<file path="src/design/srg_pkg.sv">
// srg_pkg: shared types, codes and helpers of the stepper ramp generator
// depends on nothing; used by every design module and the testbench
`timescale 1ns / 1ps
`default_nettype none

package srg_pkg;

   // request operation codes
   localparam logic [1:0] OP_STEP  = 2'd0;
   localparam logic [1:0] OP_LOAD  = 2'd1;
   localparam logic [1:0] OP_START = 2'd2;

   // configuration register indexes
   localparam logic [2:0] CSR_RAMP_SHIFT      = 3'd0;
   localparam logic [2:0] CSR_SPEED_OFFSET    = 3'd1;
   localparam logic [2:0] CSR_DECEL_REFERENCE = 3'd2;
   localparam logic [2:0] CSR_SAFE_PERIOD     = 3'd3;
   localparam logic [2:0] CSR_GEN_ATTACHED    = 3'd4;

   // channel modes
   typedef enum logic [2:0] {
      MODE_ON       = 3'd0,
      MODE_ARMED    = 3'd1,
      MODE_HOLD     = 3'd2,
      MODE_RAW      = 3'd3,
      MODE_SLOW     = 3'd4,
      MODE_SLOW_CAL = 3'd5,
      MODE_SLOW_REL = 3'd6,
      MODE_SLOPE    = 3'd7
   } mode_type;

   // configuration registers as seen by the core
   typedef struct packed {
      logic [3:0]  ramp_shift;
      logic [15:0] speed_offset;
      logic [15:0] decel_reference;
      logic [15:0] safe_period;
      logic        generator_attached;
   } cfg_type;

   // one request
   typedef struct packed {
      logic [1:0]         op;
      logic signed [31:0] target_position;
      logic [15:0]        start_period;
      logic [15:0]        cruise_period;
      logic [15:0]        end_period;
      logic signed [15:0] steps_before_decel;
      logic [14:0]        decel_count;
      logic [2:0]         start_mode;
      logic               start_forward;
   } req_type;

   // one result
   typedef struct packed {
      logic [15:0]        period;
      logic signed [31:0] position;
      logic               running;
      logic               forward;
      mode_type           mode;
      logic               request_slope;
      logic               slope_missed;
      logic               zero_move;
   } rsp_type;

   // mode taken when the step timer stops at the end of a movement
   function automatic mode_type stop_mode(input mode_type    mode,
                                          input logic [15:0] period,
                                          input logic [15:0] safe);
      mode_type m;
      m = mode;
      unique case (mode)
         MODE_RAW:      m = MODE_ON;
         MODE_SLOW_CAL: m = MODE_HOLD;
         MODE_SLOPE:    m = (period < safe) ? MODE_HOLD : MODE_ARMED;
         MODE_SLOW,
         MODE_SLOW_REL: m = MODE_ARMED;
         default:       m = mode;
      endcase
      return m;
   endfunction

endpackage

`default_nettype wire

</file>
<file path="src/design/srg_req_if.sv">
// srg_req_if: request channel of the stepper ramp generator
// valid/ready handshake with the request fields; no dependencies
`timescale 1ns / 1ps
`default_nettype none

interface srg_req_if;
   logic               valid;
   logic               ready;
   logic [1:0]         op;
   logic signed [31:0] target_position;
   logic [15:0]        start_period;
   logic [15:0]        cruise_period;
   logic [15:0]        end_period;
   logic signed [15:0] steps_before_decel;
   logic [14:0]        decel_count;
   logic [2:0]         start_mode;
   logic               start_forward;

   modport source (
      output valid, op, target_position, start_period, cruise_period, end_period,
             steps_before_decel, decel_count, start_mode, start_forward,
      input  ready
   );
   modport sink (
      input  valid, op, target_position, start_period, cruise_period, end_period,
             steps_before_decel, decel_count, start_mode, start_forward,
      output ready
   );
endinterface

`default_nettype wire

</file>
<file path="src/design/srg_rsp_if.sv">
// srg_rsp_if: result channel of the stepper ramp generator
// valid/ready handshake with the result fields; no dependencies
`timescale 1ns / 1ps
`default_nettype none

interface srg_rsp_if;
   logic               valid;
   logic               ready;
   logic [15:0]        period;
   logic signed [31:0] position;
   logic               running;
   logic               forward;
   logic [2:0]         mode;
   logic               request_slope;
   logic               slope_missed;
   logic               zero_move;

   modport source (
      output valid, period, position, running, forward, mode,
             request_slope, slope_missed, zero_move,
      input  ready
   );
   modport sink (
      input  valid, period, position, running, forward, mode,
             request_slope, slope_missed, zero_move,
      output ready
   );
endinterface

`default_nettype wire

</file>
<file path="src/design/srg_csr_if.sv">
// srg_csr_if: configuration write channel of the stepper ramp generator
// valid/ready handshake with register index and write data; no dependencies
`timescale 1ns / 1ps
`default_nettype none

interface srg_csr_if;
   logic        valid;
   logic        ready;
   logic [2:0]  index;
   logic [15:0] data;

   modport source (output valid, index, data, input ready);
   modport sink   (input valid, index, data, output ready);
endinterface

`default_nettype wire

</file>
<file path="src/design/srg_csr.sv">
// srg_csr: configuration registers of the stepper ramp generator
// depends on srg_pkg and srg_csr_if
`timescale 1ns / 1ps
`default_nettype none

module srg_csr (
   input  wire logic       clock,
   input  wire logic       reset,
   srg_csr_if.sink         csr_if,
   output srg_pkg::cfg_type cfg
);

   srg_pkg::cfg_type cfg_ff, cfg_in;
   logic             wr_en;

   // writes are always taken
   assign csr_if.ready = 1'b1;
   assign wr_en        = csr_if.valid;

   // register write decode
   always_comb begin
      cfg_in = cfg_ff;
      if (wr_en) begin
         unique case (csr_if.index)
            srg_pkg::CSR_RAMP_SHIFT:      cfg_in.ramp_shift      = csr_if.data[3:0];
            srg_pkg::CSR_SPEED_OFFSET:    cfg_in.speed_offset    = csr_if.data;
            srg_pkg::CSR_DECEL_REFERENCE: cfg_in.decel_reference = csr_if.data;
            srg_pkg::CSR_SAFE_PERIOD:     cfg_in.safe_period     = csr_if.data;
            srg_pkg::CSR_GEN_ATTACHED:    cfg_in.generator_attached = csr_if.data[0];
            default:                      cfg_in = cfg_ff;
         endcase
      end
   end

   always_ff @(posedge clock) begin
      if (reset) begin
         cfg_ff.ramp_shift         <= 4'd4;
         cfg_ff.speed_offset       <= 16'd0;
         cfg_ff.decel_reference    <= 16'd0;
         cfg_ff.safe_period        <= 16'hFFFF;
         cfg_ff.generator_attached <= 1'b0;
      end else begin
         cfg_ff <= cfg_in;
      end
   end

   assign cfg = cfg_ff;

endmodule

`default_nettype wire

</file>
<file path="src/design/srg_ramp.sv">
// srg_ramp: one trapezoid ramp update of the step timer period
// depends on srg_pkg (configuration struct)
`timescale 1ns / 1ps
`default_nettype none

module srg_ramp (
   input  wire srg_pkg::cfg_type cfg,
   input  wire logic [15:0]      cur_period,
   input  wire logic [15:0]      cur_counter,
   input  wire logic [15:0]      cruise_period,
   input  wire logic [15:0]      end_period,
   input  wire logic [14:0]      decel_len,
   output logic [15:0]           next_period,
   output logic [15:0]           next_counter
);

   logic [15:0]        accel_period;
   logic [15:0]        decel_delta;
   logic signed [15:0] decel_step;
   logic [15:0]        decel_period;

   // counter runs from negative (accelerating) up through the decel steps
   assign next_counter = cur_counter + 16'd1;

   // acceleration: shrink the period by a shifted fraction, add the offset
   assign accel_period = cur_period - (cur_period >> cfg.ramp_shift) + cfg.speed_offset;

   // deceleration: grow by the arithmetically shifted distance from the reference, plus one
   assign decel_delta  = cur_period - cfg.decel_reference + (16'd1 << cfg.ramp_shift);
   assign decel_step   = $signed(decel_delta) >>> cfg.ramp_shift;
   assign decel_period = cur_period + $unsigned(decel_step);

   // phase select and clamps
   always_comb begin
      if (next_counter[15]) begin
         next_period = (accel_period < cruise_period) ? cruise_period : accel_period;
      end else if (next_counter[14:0] <= decel_len) begin
         next_period = (decel_period > end_period) ? end_period : decel_period;
      end else begin
         next_period = end_period;
      end
   end

endmodule

`default_nettype wire

</file>
<file path="src/design/srg_core.sv">
// srg_core: channel state, double-buffered slope store and step handling
// depends on srg_pkg and srg_ramp
`timescale 1ns / 1ps
`default_nettype none

module srg_core #(
   parameter int POSITION_BITS = 32
) (
   input  wire logic             clock,
   input  wire logic             reset,
   input  wire logic             fire,
   input  wire srg_pkg::req_type req,
   input  wire srg_pkg::cfg_type cfg,
   output srg_pkg::rsp_type      rsp_d
);

   localparam int P = POSITION_BITS;

   // channel state
   logic [P-1:0]      pos_ff, pos_in;
   logic              dir_ff, dir_in;
   logic              run_ff, run_in;
   srg_pkg::mode_type mode_ff, mode_in;
   logic [15:0]       period_ff, period_in;
   logic              act_ff, act_in;
   logic              pend_ff, pend_in;

   // slope double buffer
   logic [P-1:0] target_ff  [2];
   logic [P-1:0] target_in  [2];
   logic [15:0]  start_ff   [2];
   logic [15:0]  start_in   [2];
   logic [15:0]  cruise_ff  [2];
   logic [15:0]  cruise_in  [2];
   logic [15:0]  endp_ff    [2];
   logic [15:0]  endp_in    [2];
   logic [15:0]  counter_ff [2];
   logic [15:0]  counter_in [2];
   logic [14:0]  decel_ff   [2];
   logic [14:0]  decel_in   [2];

   logic              idle_buf;
   logic              is_step;
   logic [P-1:0]      pos_step;
   logic              at_target;
   logic              in_slope;
   logic              swap;
   logic              zero_hit;
   logic              do_stop;
   logic              missed;
   logic              req_flag;
   logic              act_nx;
   logic [15:0]       period_mid;
   srg_pkg::mode_type mode_mid;
   logic              dir_mid;
   logic              do_ramp;
   logic [15:0]       ramp_period;
   logic [15:0]       ramp_counter;
   logic signed [P-1:0] pos_signed;

   assign idle_buf = ~act_ff;
   assign is_step  = fire && (req.op == srg_pkg::OP_STEP) && run_ff;

   // step and end-of-movement detection
   assign pos_step  = dir_ff ? pos_ff + P'(1) : pos_ff - P'(1);
   assign at_target = is_step && (pos_step == target_ff[act_ff]);
   assign in_slope  = (mode_ff == srg_pkg::MODE_SLOPE);
   assign swap      = at_target && in_slope && pend_ff;
   assign zero_hit  = swap && (pos_step == target_ff[idle_buf]);
   assign do_stop   = at_target && (!in_slope || !pend_ff);
   assign missed    = at_target && in_slope && !pend_ff && cfg.generator_attached;
   assign req_flag  = swap && cfg.generator_attached;
   assign act_nx    = act_ff ^ swap;

   // period, mode and direction after the movement-end handling
   assign period_mid = swap ? start_ff[idle_buf] : period_ff;
   assign mode_mid   = do_stop ? srg_pkg::stop_mode(mode_ff, period_ff, cfg.safe_period)
                               : mode_ff;
   assign dir_mid    = (swap && !zero_hit) ?
                       ($signed(target_ff[idle_buf]) > $signed(pos_step)) : dir_ff;
   assign do_ramp    = is_step && !missed && (mode_mid == srg_pkg::MODE_SLOPE);

   srg_ramp u_ramp (
      .cfg           (cfg),
      .cur_period    (period_mid),
      .cur_counter   (counter_ff[act_nx]),
      .cruise_period (cruise_ff[act_nx]),
      .end_period    (endp_ff[act_nx]),
      .decel_len     (decel_ff[act_nx]),
      .next_period   (ramp_period),
      .next_counter  (ramp_counter)
   );

   // next state per request
   always_comb begin
      pos_in     = pos_ff;
      dir_in     = dir_ff;
      run_in     = run_ff;
      mode_in    = mode_ff;
      period_in  = period_ff;
      act_in     = act_ff;
      pend_in    = pend_ff;
      target_in  = target_ff;
      start_in   = start_ff;
      cruise_in  = cruise_ff;
      endp_in    = endp_ff;
      counter_in = counter_ff;
      decel_in   = decel_ff;
      if (fire) begin
         unique case (req.op)
            srg_pkg::OP_LOAD: begin
               target_in[idle_buf]  = req.target_position[P-1:0];
               start_in[idle_buf]   = req.start_period;
               cruise_in[idle_buf]  = req.cruise_period;
               endp_in[idle_buf]    = req.end_period;
               counter_in[idle_buf] = req.steps_before_decel;
               decel_in[idle_buf]   = req.decel_count;
               pend_in              = 1'b1;
            end
            srg_pkg::OP_START: begin
               period_in = req.start_period;
               mode_in   = srg_pkg::mode_type'(req.start_mode);
               dir_in    = req.start_forward;
               run_in    = 1'b1;
            end
            srg_pkg::OP_STEP: begin
               if (run_ff) begin
                  pos_in    = pos_step;
                  dir_in    = dir_mid;
                  run_in    = !(do_stop || zero_hit);
                  mode_in   = mode_mid;
                  act_in    = act_nx;
                  pend_in   = at_target ? 1'b0 : pend_ff;
                  period_in = do_ramp ? ramp_period : period_mid;
                  if (do_ramp) begin
                     counter_in[act_nx] = ramp_counter;
                  end
               end
            end
            default: begin
               pend_in = pend_ff;
            end
         endcase
      end
   end

   always_ff @(posedge clock) begin
      if (reset) begin
         pos_ff     <= '0;
         dir_ff     <= 1'b1;
         run_ff     <= 1'b0;
         mode_ff    <= srg_pkg::MODE_ON;
         period_ff  <= '0;
         act_ff     <= 1'b0;
         pend_ff    <= 1'b0;
         target_ff  <= '{default: '0};
         start_ff   <= '{default: '0};
         cruise_ff  <= '{default: '0};
         endp_ff    <= '{default: '0};
         counter_ff <= '{default: '0};
         decel_ff   <= '{default: '0};
      end else begin
         pos_ff     <= pos_in;
         dir_ff     <= dir_in;
         run_ff     <= run_in;
         mode_ff    <= mode_in;
         period_ff  <= period_in;
         act_ff     <= act_in;
         pend_ff    <= pend_in;
         target_ff  <= target_in;
         start_ff   <= start_in;
         cruise_ff  <= cruise_in;
         endp_ff    <= endp_in;
         counter_ff <= counter_in;
         decel_ff   <= decel_in;
      end
   end

   // result reflects the state after the request
   assign pos_signed = pos_in;

   always_comb begin
      rsp_d.period        = period_in;
      rsp_d.position      = 32'(pos_signed);
      rsp_d.running       = run_in;
      rsp_d.forward       = dir_in;
      rsp_d.mode          = mode_in;
      rsp_d.request_slope = req_flag;
      rsp_d.slope_missed  = missed;
      rsp_d.zero_move     = zero_hit;
   end

   // a slope is never both taken and missed at a movement end
   a_flags_exclusive: assert property (@(posedge clock) disable iff (reset)
      fire |-> !(rsp_d.request_slope && rsp_d.slope_missed))
      else $error("slope request and slope miss in the same result");

   // a zero-length slope leaves the timer stopped
   a_zero_stops: assert property (@(posedge clock) disable iff (reset)
      fire && rsp_d.zero_move |=> !run_ff)
      else $error("timer still running after zero-length slope");

   // a load always leaves a slope pending
   a_load_pending: assert property (@(posedge clock) disable iff (reset)
      fire && (req.op == srg_pkg::OP_LOAD) |=> pend_ff)
      else $error("no slope pending after load");

   // event flags come only from a running step tick
   a_flags_on_step: assert property (@(posedge clock) disable iff (reset)
      fire && !(req.op == srg_pkg::OP_STEP && run_ff) |->
         !(rsp_d.request_slope || rsp_d.slope_missed || rsp_d.zero_move))
      else $error("event flag outside a running step tick");

   // a missed slope ends the movement in a stopped channel
   a_missed_stops: assert property (@(posedge clock) disable iff (reset)
      fire && rsp_d.slope_missed |=> !run_ff && (mode_ff != srg_pkg::MODE_SLOPE))
      else $error("channel still in slope motion after a missed slope");

endmodule

`default_nettype wire

</file>
<file path="src/design/stepper_ramp_generator.sv">
// stepper_ramp_generator: one stepper channel with trapezoid speed ramp
// depends on srg_pkg, the srg_*_if interfaces, srg_csr and srg_core
//
// Usage:
//   req_if carries requests: op 0 is a step tick, op 1 loads a slope into the
//   idle half of the slope double buffer, op 2 starts the step timer with a
//   given period, mode and direction. Every request yields exactly one result
//   on rsp_if: timer period, position, running, direction, mode and the
//   request_slope / slope_missed / zero_move event flags of that request.
//   csr_if writes the ramp configuration registers; it is always ready and
//   should only be written while no request is in flight.
//   Timing: a request is registered on acceptance; once the result register
//   is free or being emptied, the channel state updates and the result
//   register loads, and the result is then valid on rsp_if.
//   Throughput: one request per cycle while the receiver takes results; the
//   state update and ramp step between the two registers are combinational.
//   Reset: position 0, direction forward, timer stopped, mode on, period 0,
//   no slope pending, both slope buffers cleared, registers at their defaults.
//   When the receiver stalls, the result register holds its value and the
//   request register keeps at most one more request; req_if.ready then drops.
`timescale 1ns / 1ps
`default_nettype none

module stepper_ramp_generator #(
   parameter int POSITION_BITS = 32
) (
   input  wire logic clock,
   input  wire logic reset,
   srg_req_if.sink   req_if,
   srg_rsp_if.source rsp_if,
   srg_csr_if.sink   csr_if
);

   srg_pkg::cfg_type cfg;
   srg_pkg::req_type req_ff, req_in;
   srg_pkg::rsp_type rsp_ff, rsp_d;
   logic             req_valid_ff, req_valid_in;
   logic             rsp_valid_ff, rsp_valid_in;
   logic             advance;
   logic             take;

   // request moves on when the result register is free or being emptied
   assign advance       = req_valid_ff && (!rsp_valid_ff || rsp_if.ready);
   assign req_if.ready  = !req_valid_ff || advance;
   assign take          = req_if.valid && req_if.ready;
   assign req_valid_in  = take || (req_valid_ff && !advance);
   assign rsp_valid_in  = advance || (rsp_valid_ff && !rsp_if.ready);

   // request register payload
   always_comb begin
      req_in = req_ff;
      if (take) begin
         req_in.op                 = req_if.op;
         req_in.target_position    = req_if.target_position;
         req_in.start_period       = req_if.start_period;
         req_in.cruise_period      = req_if.cruise_period;
         req_in.end_period         = req_if.end_period;
         req_in.steps_before_decel = req_if.steps_before_decel;
         req_in.decel_count        = req_if.decel_count;
         req_in.start_mode         = req_if.start_mode;
         req_in.start_forward      = req_if.start_forward;
      end
   end

   always_ff @(posedge clock) begin
      if (reset) begin
         req_valid_ff <= 1'b0;
         rsp_valid_ff <= 1'b0;
      end else begin
         req_valid_ff <= req_valid_in;
         rsp_valid_ff <= rsp_valid_in;
      end
   end

   always_ff @(posedge clock) begin
      req_ff <= req_in;
      if (advance) begin
         rsp_ff <= rsp_d;
      end
   end

   srg_csr u_csr (
      .clock  (clock),
      .reset  (reset),
      .csr_if (csr_if),
      .cfg    (cfg)
   );

   srg_core #(
      .POSITION_BITS (POSITION_BITS)
   ) u_core (
      .clock (clock),
      .reset (reset),
      .fire  (advance),
      .req   (req_ff),
      .cfg   (cfg),
      .rsp_d (rsp_d)
   );

   // result channel
   assign rsp_if.valid         = rsp_valid_ff;
   assign rsp_if.period        = rsp_ff.period;
   assign rsp_if.position      = rsp_ff.position;
   assign rsp_if.running       = rsp_ff.running;
   assign rsp_if.forward       = rsp_ff.forward;
   assign rsp_if.mode          = rsp_ff.mode;
   assign rsp_if.request_slope = rsp_ff.request_slope;
   assign rsp_if.slope_missed  = rsp_ff.slope_missed;
   assign rsp_if.zero_move     = rsp_ff.zero_move;

endmodule

`default_nettype wire

</file>
<file path="src/flat_wrapper.sv">
// flat-port wrapper written by rule: the top's interface ports become plain ports
module stepper_ramp_generator_flat 
#(
   parameter int POSITION_BITS = 32
)
  (clock, reset, req_if_valid, req_if_op, req_if_target_position, req_if_start_period, req_if_cruise_period, req_if_end_period, req_if_steps_before_decel, req_if_decel_count, req_if_start_mode, req_if_start_forward, req_if_ready, rsp_if_valid, rsp_if_period, rsp_if_position, rsp_if_running, rsp_if_forward, rsp_if_mode, rsp_if_request_slope, rsp_if_slope_missed, rsp_if_zero_move, rsp_if_ready, csr_if_valid, csr_if_index, csr_if_data, csr_if_ready);
  srg_req_if req_if_i ();
  srg_rsp_if rsp_if_i ();
  srg_csr_if csr_if_i ();
  input  wire logic clock;
  input  wire logic reset;
  input wire logic [$bits(req_if_i.valid)-1:0] req_if_valid;
  input wire logic [$bits(req_if_i.op)-1:0] req_if_op;
  input wire logic [$bits(req_if_i.target_position)-1:0] req_if_target_position;
  input wire logic [$bits(req_if_i.start_period)-1:0] req_if_start_period;
  input wire logic [$bits(req_if_i.cruise_period)-1:0] req_if_cruise_period;
  input wire logic [$bits(req_if_i.end_period)-1:0] req_if_end_period;
  input wire logic [$bits(req_if_i.steps_before_decel)-1:0] req_if_steps_before_decel;
  input wire logic [$bits(req_if_i.decel_count)-1:0] req_if_decel_count;
  input wire logic [$bits(req_if_i.start_mode)-1:0] req_if_start_mode;
  input wire logic [$bits(req_if_i.start_forward)-1:0] req_if_start_forward;
  output wire logic [$bits(req_if_i.ready)-1:0] req_if_ready;
  output wire logic [$bits(rsp_if_i.valid)-1:0] rsp_if_valid;
  output wire logic [$bits(rsp_if_i.period)-1:0] rsp_if_period;
  output wire logic [$bits(rsp_if_i.position)-1:0] rsp_if_position;
  output wire logic [$bits(rsp_if_i.running)-1:0] rsp_if_running;
  output wire logic [$bits(rsp_if_i.forward)-1:0] rsp_if_forward;
  output wire logic [$bits(rsp_if_i.mode)-1:0] rsp_if_mode;
  output wire logic [$bits(rsp_if_i.request_slope)-1:0] rsp_if_request_slope;
  output wire logic [$bits(rsp_if_i.slope_missed)-1:0] rsp_if_slope_missed;
  output wire logic [$bits(rsp_if_i.zero_move)-1:0] rsp_if_zero_move;
  input wire logic [$bits(rsp_if_i.ready)-1:0] rsp_if_ready;
  input wire logic [$bits(csr_if_i.valid)-1:0] csr_if_valid;
  input wire logic [$bits(csr_if_i.index)-1:0] csr_if_index;
  input wire logic [$bits(csr_if_i.data)-1:0] csr_if_data;
  output wire logic [$bits(csr_if_i.ready)-1:0] csr_if_ready;
  assign req_if_i.valid = req_if_valid;
  assign req_if_i.op = req_if_op;
  assign req_if_i.target_position = req_if_target_position;
  assign req_if_i.start_period = req_if_start_period;
  assign req_if_i.cruise_period = req_if_cruise_period;
  assign req_if_i.end_period = req_if_end_period;
  assign req_if_i.steps_before_decel = req_if_steps_before_decel;
  assign req_if_i.decel_count = req_if_decel_count;
  assign req_if_i.start_mode = req_if_start_mode;
  assign req_if_i.start_forward = req_if_start_forward;
  assign req_if_ready = req_if_i.ready;
  assign rsp_if_valid = rsp_if_i.valid;
  assign rsp_if_period = rsp_if_i.period;
  assign rsp_if_position = rsp_if_i.position;
  assign rsp_if_running = rsp_if_i.running;
  assign rsp_if_forward = rsp_if_i.forward;
  assign rsp_if_mode = rsp_if_i.mode;
  assign rsp_if_request_slope = rsp_if_i.request_slope;
  assign rsp_if_slope_missed = rsp_if_i.slope_missed;
  assign rsp_if_zero_move = rsp_if_i.zero_move;
  assign rsp_if_i.ready = rsp_if_ready;
  assign csr_if_i.valid = csr_if_valid;
  assign csr_if_i.index = csr_if_index;
  assign csr_if_i.data = csr_if_data;
  assign csr_if_ready = csr_if_i.ready;
  stepper_ramp_generator #(.POSITION_BITS(POSITION_BITS)) u_core (.clock(clock), .reset(reset), .req_if(req_if_i), .rsp_if(rsp_if_i), .csr_if(csr_if_i));
endmodule
</file>
<file path="config.mk">
export PLATFORM = sky130hd
export DESIGN_NAME = stepper_ramp_generator_flat
export DESIGN_NICKNAME = d
export VERILOG_FILES = /design/src/design/srg_pkg.sv /design/src/design/srg_req_if.sv /design/src/design/srg_rsp_if.sv /design/src/design/srg_csr_if.sv /design/src/design/srg_csr.sv /design/src/design/srg_ramp.sv /design/src/design/srg_core.sv /design/src/design/stepper_ramp_generator.sv /design/src/flat_wrapper.sv
export SDC_FILE = /design/constraint.sdc
export NUM_CORES = 1
export LEC_CHECK = 0
export BUFFER_PORTS_ARGS = -buffer_cell sky130_fd_sc_hd__buf_4
export CORE_AREA = 2 2 224 226
export CTS_CLUSTER_SIZE = 24
export DETAILED_ROUTE_END_ITERATION = 7
export DIE_AREA = 0 0 226 228
export PLACE_DENSITY_LB_ADDON = 0.12
export SLEW_MARGIN = 10
export SYNTH_ARGS = -nofsm -noshare
export SYNTH_HDL_FRONTEND = slang
export SYNTH_SLANG_ARGS = --single-unit
</file>
<file path="constraint.sdc">
create_clock -name clock -period 14.2 [get_ports clock]
set_input_delay 0.71 -clock clock [delete_from_list [all_inputs] [get_ports clock]]
set_output_delay 0.71 -clock clock [all_outputs]
set_load 0.005 [all_outputs]
</file>
==> key figures <==
Status
  – Status: finished, final reports clean

Place
  – Post-detail-place hpwl: 69800 um
  – Post-DP Area: 32060 sq um
  – GP Congestion: 1.016
  – Port Buffers: 198

Setup path
  – Slowest Stage Delay on Critical Path: 0.56 ns
  – Startpoint Class: register
  – CP endpoint kind: register
  – Critical path fanouts, max: 12
  – Critical Path AT: 13.61 ns
  – Crit Path Category: reg2reg
  – Cell family with most CP delay: compound AO/OA/AOI/OAI gates
  – Critical path's slowest cell: dfxtp_1
  – Worst EP required: 14.59 ns
  – WP buf/inv: 7

Clock network
  – CTS HTree Levels: 2
  – CTS tree: yes
  – CTS Root Cell: clkbuf_16
  – Cts hold-fix bufs: 0
  – Sink Count: 505
  – Bufs on Longest Clock Path: 3
  – Clock Latency Late Sink: 0.64 ns
  – Clock-pin slew on the worst setup and hold paths: 0.06 ns
  – Cts bufs inserted: 52

Power and ir drop
  – Net Switching: 1.015 mW
  – Power share of the combinational group: 17.4%
  – Internal power: 2.588 mW
  – VDD IR max: 0.1148 mV
  – Switching Fraction: 28.18%
  – Clock power share: 39.2%
  – PD cells: 106.2 nW/um^2
  – Lkg Pwr: 13.53 nW
  – Flop pwr share: 43.5%

Die
  – Full die area: 51530 sq um
  – Row Count: 82
  – Initial Util: 61.19%
  – IO Pins: 200
  – Die Y: 228 um
  – Horiz. Die Dim: 226 um
  – Core area: 49350 sq um

STA
  – Final Setup Violations: 0
  – Max Slew Vio Count: 0
  – Slew HR: 16.69%
  – Final hold violations: 0
  – Unrepaired setup endpoints after global routing: no
  – Slew of the pin with the lowest slew margin: 1.250 ns
  – Setup_tns: 0 ns
  – Fin crit period: 13.22 ns
  – Clk_skew: 0.06431 ns
  – Period utilisation layout: 93.11%
  – Fmax: 75.63 MHz

Yosys
  – Synth Area per Inst: 8.827 sq um
  – Asr flop ratio synth: 0%
  – Cell area after synthesis: 30200 sq um
  – Sequential element share of the synthesized area: 39.21%
  – Synth warnings: 0
  – Mapped Cells: 3421
  – EDFF count, synth: 173
  – Number of register bits inferred by synthesis: 505
  – Synth Net Count: 3765
  – Distinct cells, synth: 104
  – Predominant post-synthesis flop cell: dfxtp_1

Cells and area
  – Syn-to-layout area delta: 12.32%
  – Net count reported at finish: 3870
  – Fraction of final layout cells sized beyond drive strength 1: 12.55%
  – N_diodes: 0
  – Fillers: 3853
  – Fin area: 33920 sq um

Global routing
  – Grt total ovfl: 0
  – Tot GR Track Use: 35.64%
  – Pin count of the biggest net entering global routing: 164
  – First-pass GRT wire length: 143300 um
  – Vias in the first global route: 25400
  – Antenna violations before repair: 1

Detailed routing
  – Via count: 26690
  – DRT antenna net count: 0
  – DR DRC count: 0
  – DR vias/cell: 6.291
  – Initial DRC count: 2802
  – Routed len/inst: 22.01 um
  – WL final: 93370 um
  – DRT Pass-1 Iters: 8

Run
  – Max Cap Viol: 0

Hold path
  – Type of the most critical hold path: in2reg
## final timing paths
kind | start | to | slack (ns) | depth (start not counted)
worst max register to register | u_core.u_core.dir_ff | u_core.rsp_if.period[0] | 0.98 | 54
worst min-delay path | req_if_start_period[4] | u_core.req_ff[71] | 0.24 | 1
worst max-delay path | u_core.u_core.dir_ff | u_core.rsp_if.period[0] | 0.98 | 54
worst min register to register | u_core.u_core.decel_ff[14] | u_core.u_core.decel_ff[14] | 0.45 | 2
## timing repair
action | CTS | global route
setup endpoints to repair | 0 | 32
setup buffers | 0 | 2
gates resized for setup | 0 | 10
hold endpoints to repair | 0 | 0
## cell type report
cell class	count	area [sq um]	share of cell area, %
Multi-Input combinational cell	2603	17140	50.53
Timing Repair inverter	1	7.507	0.02213
Clock inverter	35	367.9	1.085
Timing Repair Buffer	241	1829	5.393
Sequential cell	505	11850	34.92
Inverter	122	461.7	1.361
Tap cell	672	840.8	2.479
Clock buffer	63	1426	4.205
## synth_stat cells, types with 16 or more instances
| cell type | count | area (sq um) |
|---|---|---|
| nor3_1 | 72 | 360.4 |
| a21oi_1 | 350 | 1752 |
| xnor2_1 | 80 | 700.7 |
| clkbuf_1 | 136 | 510.5 |
| buf_4 | 18 | 135.1 |
| nand4_1 | 40 | 250.2 |
| mux2_2 | 48 | 540.5 |
| ha_1 | 171 | 2140 |
| dfxtp_1 | 332 | 6646 |
| fa_1 | 32 | 640.6 |
| nand3b_1 | 18 | 135.1 |
| nand2b_1 | 17 | 106.4 |
| nand3_1 | 53 | 265.3 |
| a211oi_1 | 35 | 262.8 |
| o21ai_0 | 121 | 605.6 |
| a221oi_1 | 18 | 157.7 |
| nor2b_1 | 59 | 369.1 |
| a31oi_1 | 16 | 100.1 |
| nand2_1 | 681 | 2556 |
| edfxtp_1 | 173 | 5195 |
| xor2_1 | 50 | 437.9 |
| o21a_1 | 25 | 187.7 |
| o211ai_1 | 23 | 172.7 |
| a21o_1 | 69 | 518.0 |
| mux2i_1 | 147 | 1471 |
| and2_1 | 20 | 125.1 |
| buf_2 | 21 | 105.1 |
| nor2_1 | 172 | 645.6 |
| inv_1 | 119 | 446.7 |
## routing by layer
layer	up-vias	part of all wire [%]	track usage (%)
met3	212	8.7	5.757
met5	-	0	0
met2	1306	44	54.77
met4	0	4.4	14.78
met1	12790	43	49.96
li1	12380	-	-
## worst reg2reg max path: cells and delay by family, from the launching register on
family	cells	cell delay [ns]
AND/OR/NAND/NOR	14	3.21
multiplexers	1	0.31
flip-flops	1	0.56
XOR/XNOR	3	0.73
AO/OA/AOI/OAI	23	4.65
adder cells (fa/ha/maj)	6	2.31
buffers and inverters	7	1.21
## logic make-up after synthesis
| kind of cell | after synthesis | synth area share (%) |
|---|---|---|
| AND/OR/NAND/NOR | 1234 | 18.61 |
| AO/OA/AOI/OAI | 826 | 17.25 |
| XOR/XNOR | 136 | 4.156 |
| multiplexers | 203 | 7.197 |
| flip-flops | 505 | 39.21 |
| adder cells (fa/ha/maj) | 203 | 9.207 |
| buffers and inverters | 313 | 4.351 |
| other | 1 | 0.01242 |
## through the flow
| step | setup WS, ns | util [%] | hold slack, ns | power, mW | cells |
|---|---|---|---|---|---|
| after detailed placement | 0.6539 | 64.96 | 0.4456 | 2.194 | 4141 |
| after global placement | 0.8997 | 64.96 | 0.4403 | 2.179 | 4141 |
| final | 0.9778 | 68.73 | 0.2430 | 3.603 | 4242 |
| after CTS | 0.6121 | 68.59 | 0.2084 | 3.599 | 4239 |
| after floorplan | 2.073 | - | 0.4322 | 1.994 | 3421 |
| after global routing | 0.09273 | 68.73 | 0.2220 | 3.736 | 4242 |
## power groups by stage
stage / clock (mW) / sequential, mW / combinational, mW
2_1_floorplan: 0 / 1.59 / 0.409
3_3_place_gp: 0 / 1.59 / 0.585
3_5_place_dp: 0 / 1.60 / 0.598
4_1_cts: 1.43 / 1.56 / 0.604
5_1_grt: 1.49 / 1.57 / 0.678
6_report: 1.41 / 1.57 / 0.626
## placed cells by master (no fill, tap or decap), types with 13 or more instances in the layout
master	instances
xnor2_1	80
xor2_1	49
fa_1	32
buf_4	239
o21a_1	25
a22oi_1	13
nand4_1	40
o21ai_0	120
a31oi_1	16
a21oi_1	350
mux2i_1	147
nor2b_1	59
inv_1	117
o211ai_1	23
edfxtp_1	173
and3_1	13
nor3_1	71
or3_1	13
and2_1	18
ha_1	169
clkbuf_16	55
a221oi_1	18
o21ai_1	15
dfxtp_1	331
a21o_1	69
nand3b_1	18
nor4_1	15
o21bai_1	13
nand2b_1	17
a211oi_1	35
nand2_1	680
nand3_1	52
nor2_1	171
mux2_2	48
## state kept, by name (all words and copies together), names as in the netlist, 3 cells and up
signal and flops:
u_core.req_ff 117, u_core.u_core.target_ff 64, u_core.u_csr.cfg 53, u_core.rsp_if.position 32
u_core.u_core.counter_ff 32, u_core.u_core.cruise_ff 32, u_core.u_core.endp_ff 32, u_core.u_core.pos_ff 32
u_core.u_core.start_ff 32, u_core.u_core.decel_ff 30, u_core.rsp_if.period 16, u_core.u_core.period_ff 16
u_core.rsp_if.mode 3, u_core.u_core.mode_ff 3
No activity file was read; power rests on OpenSTA's default activity.
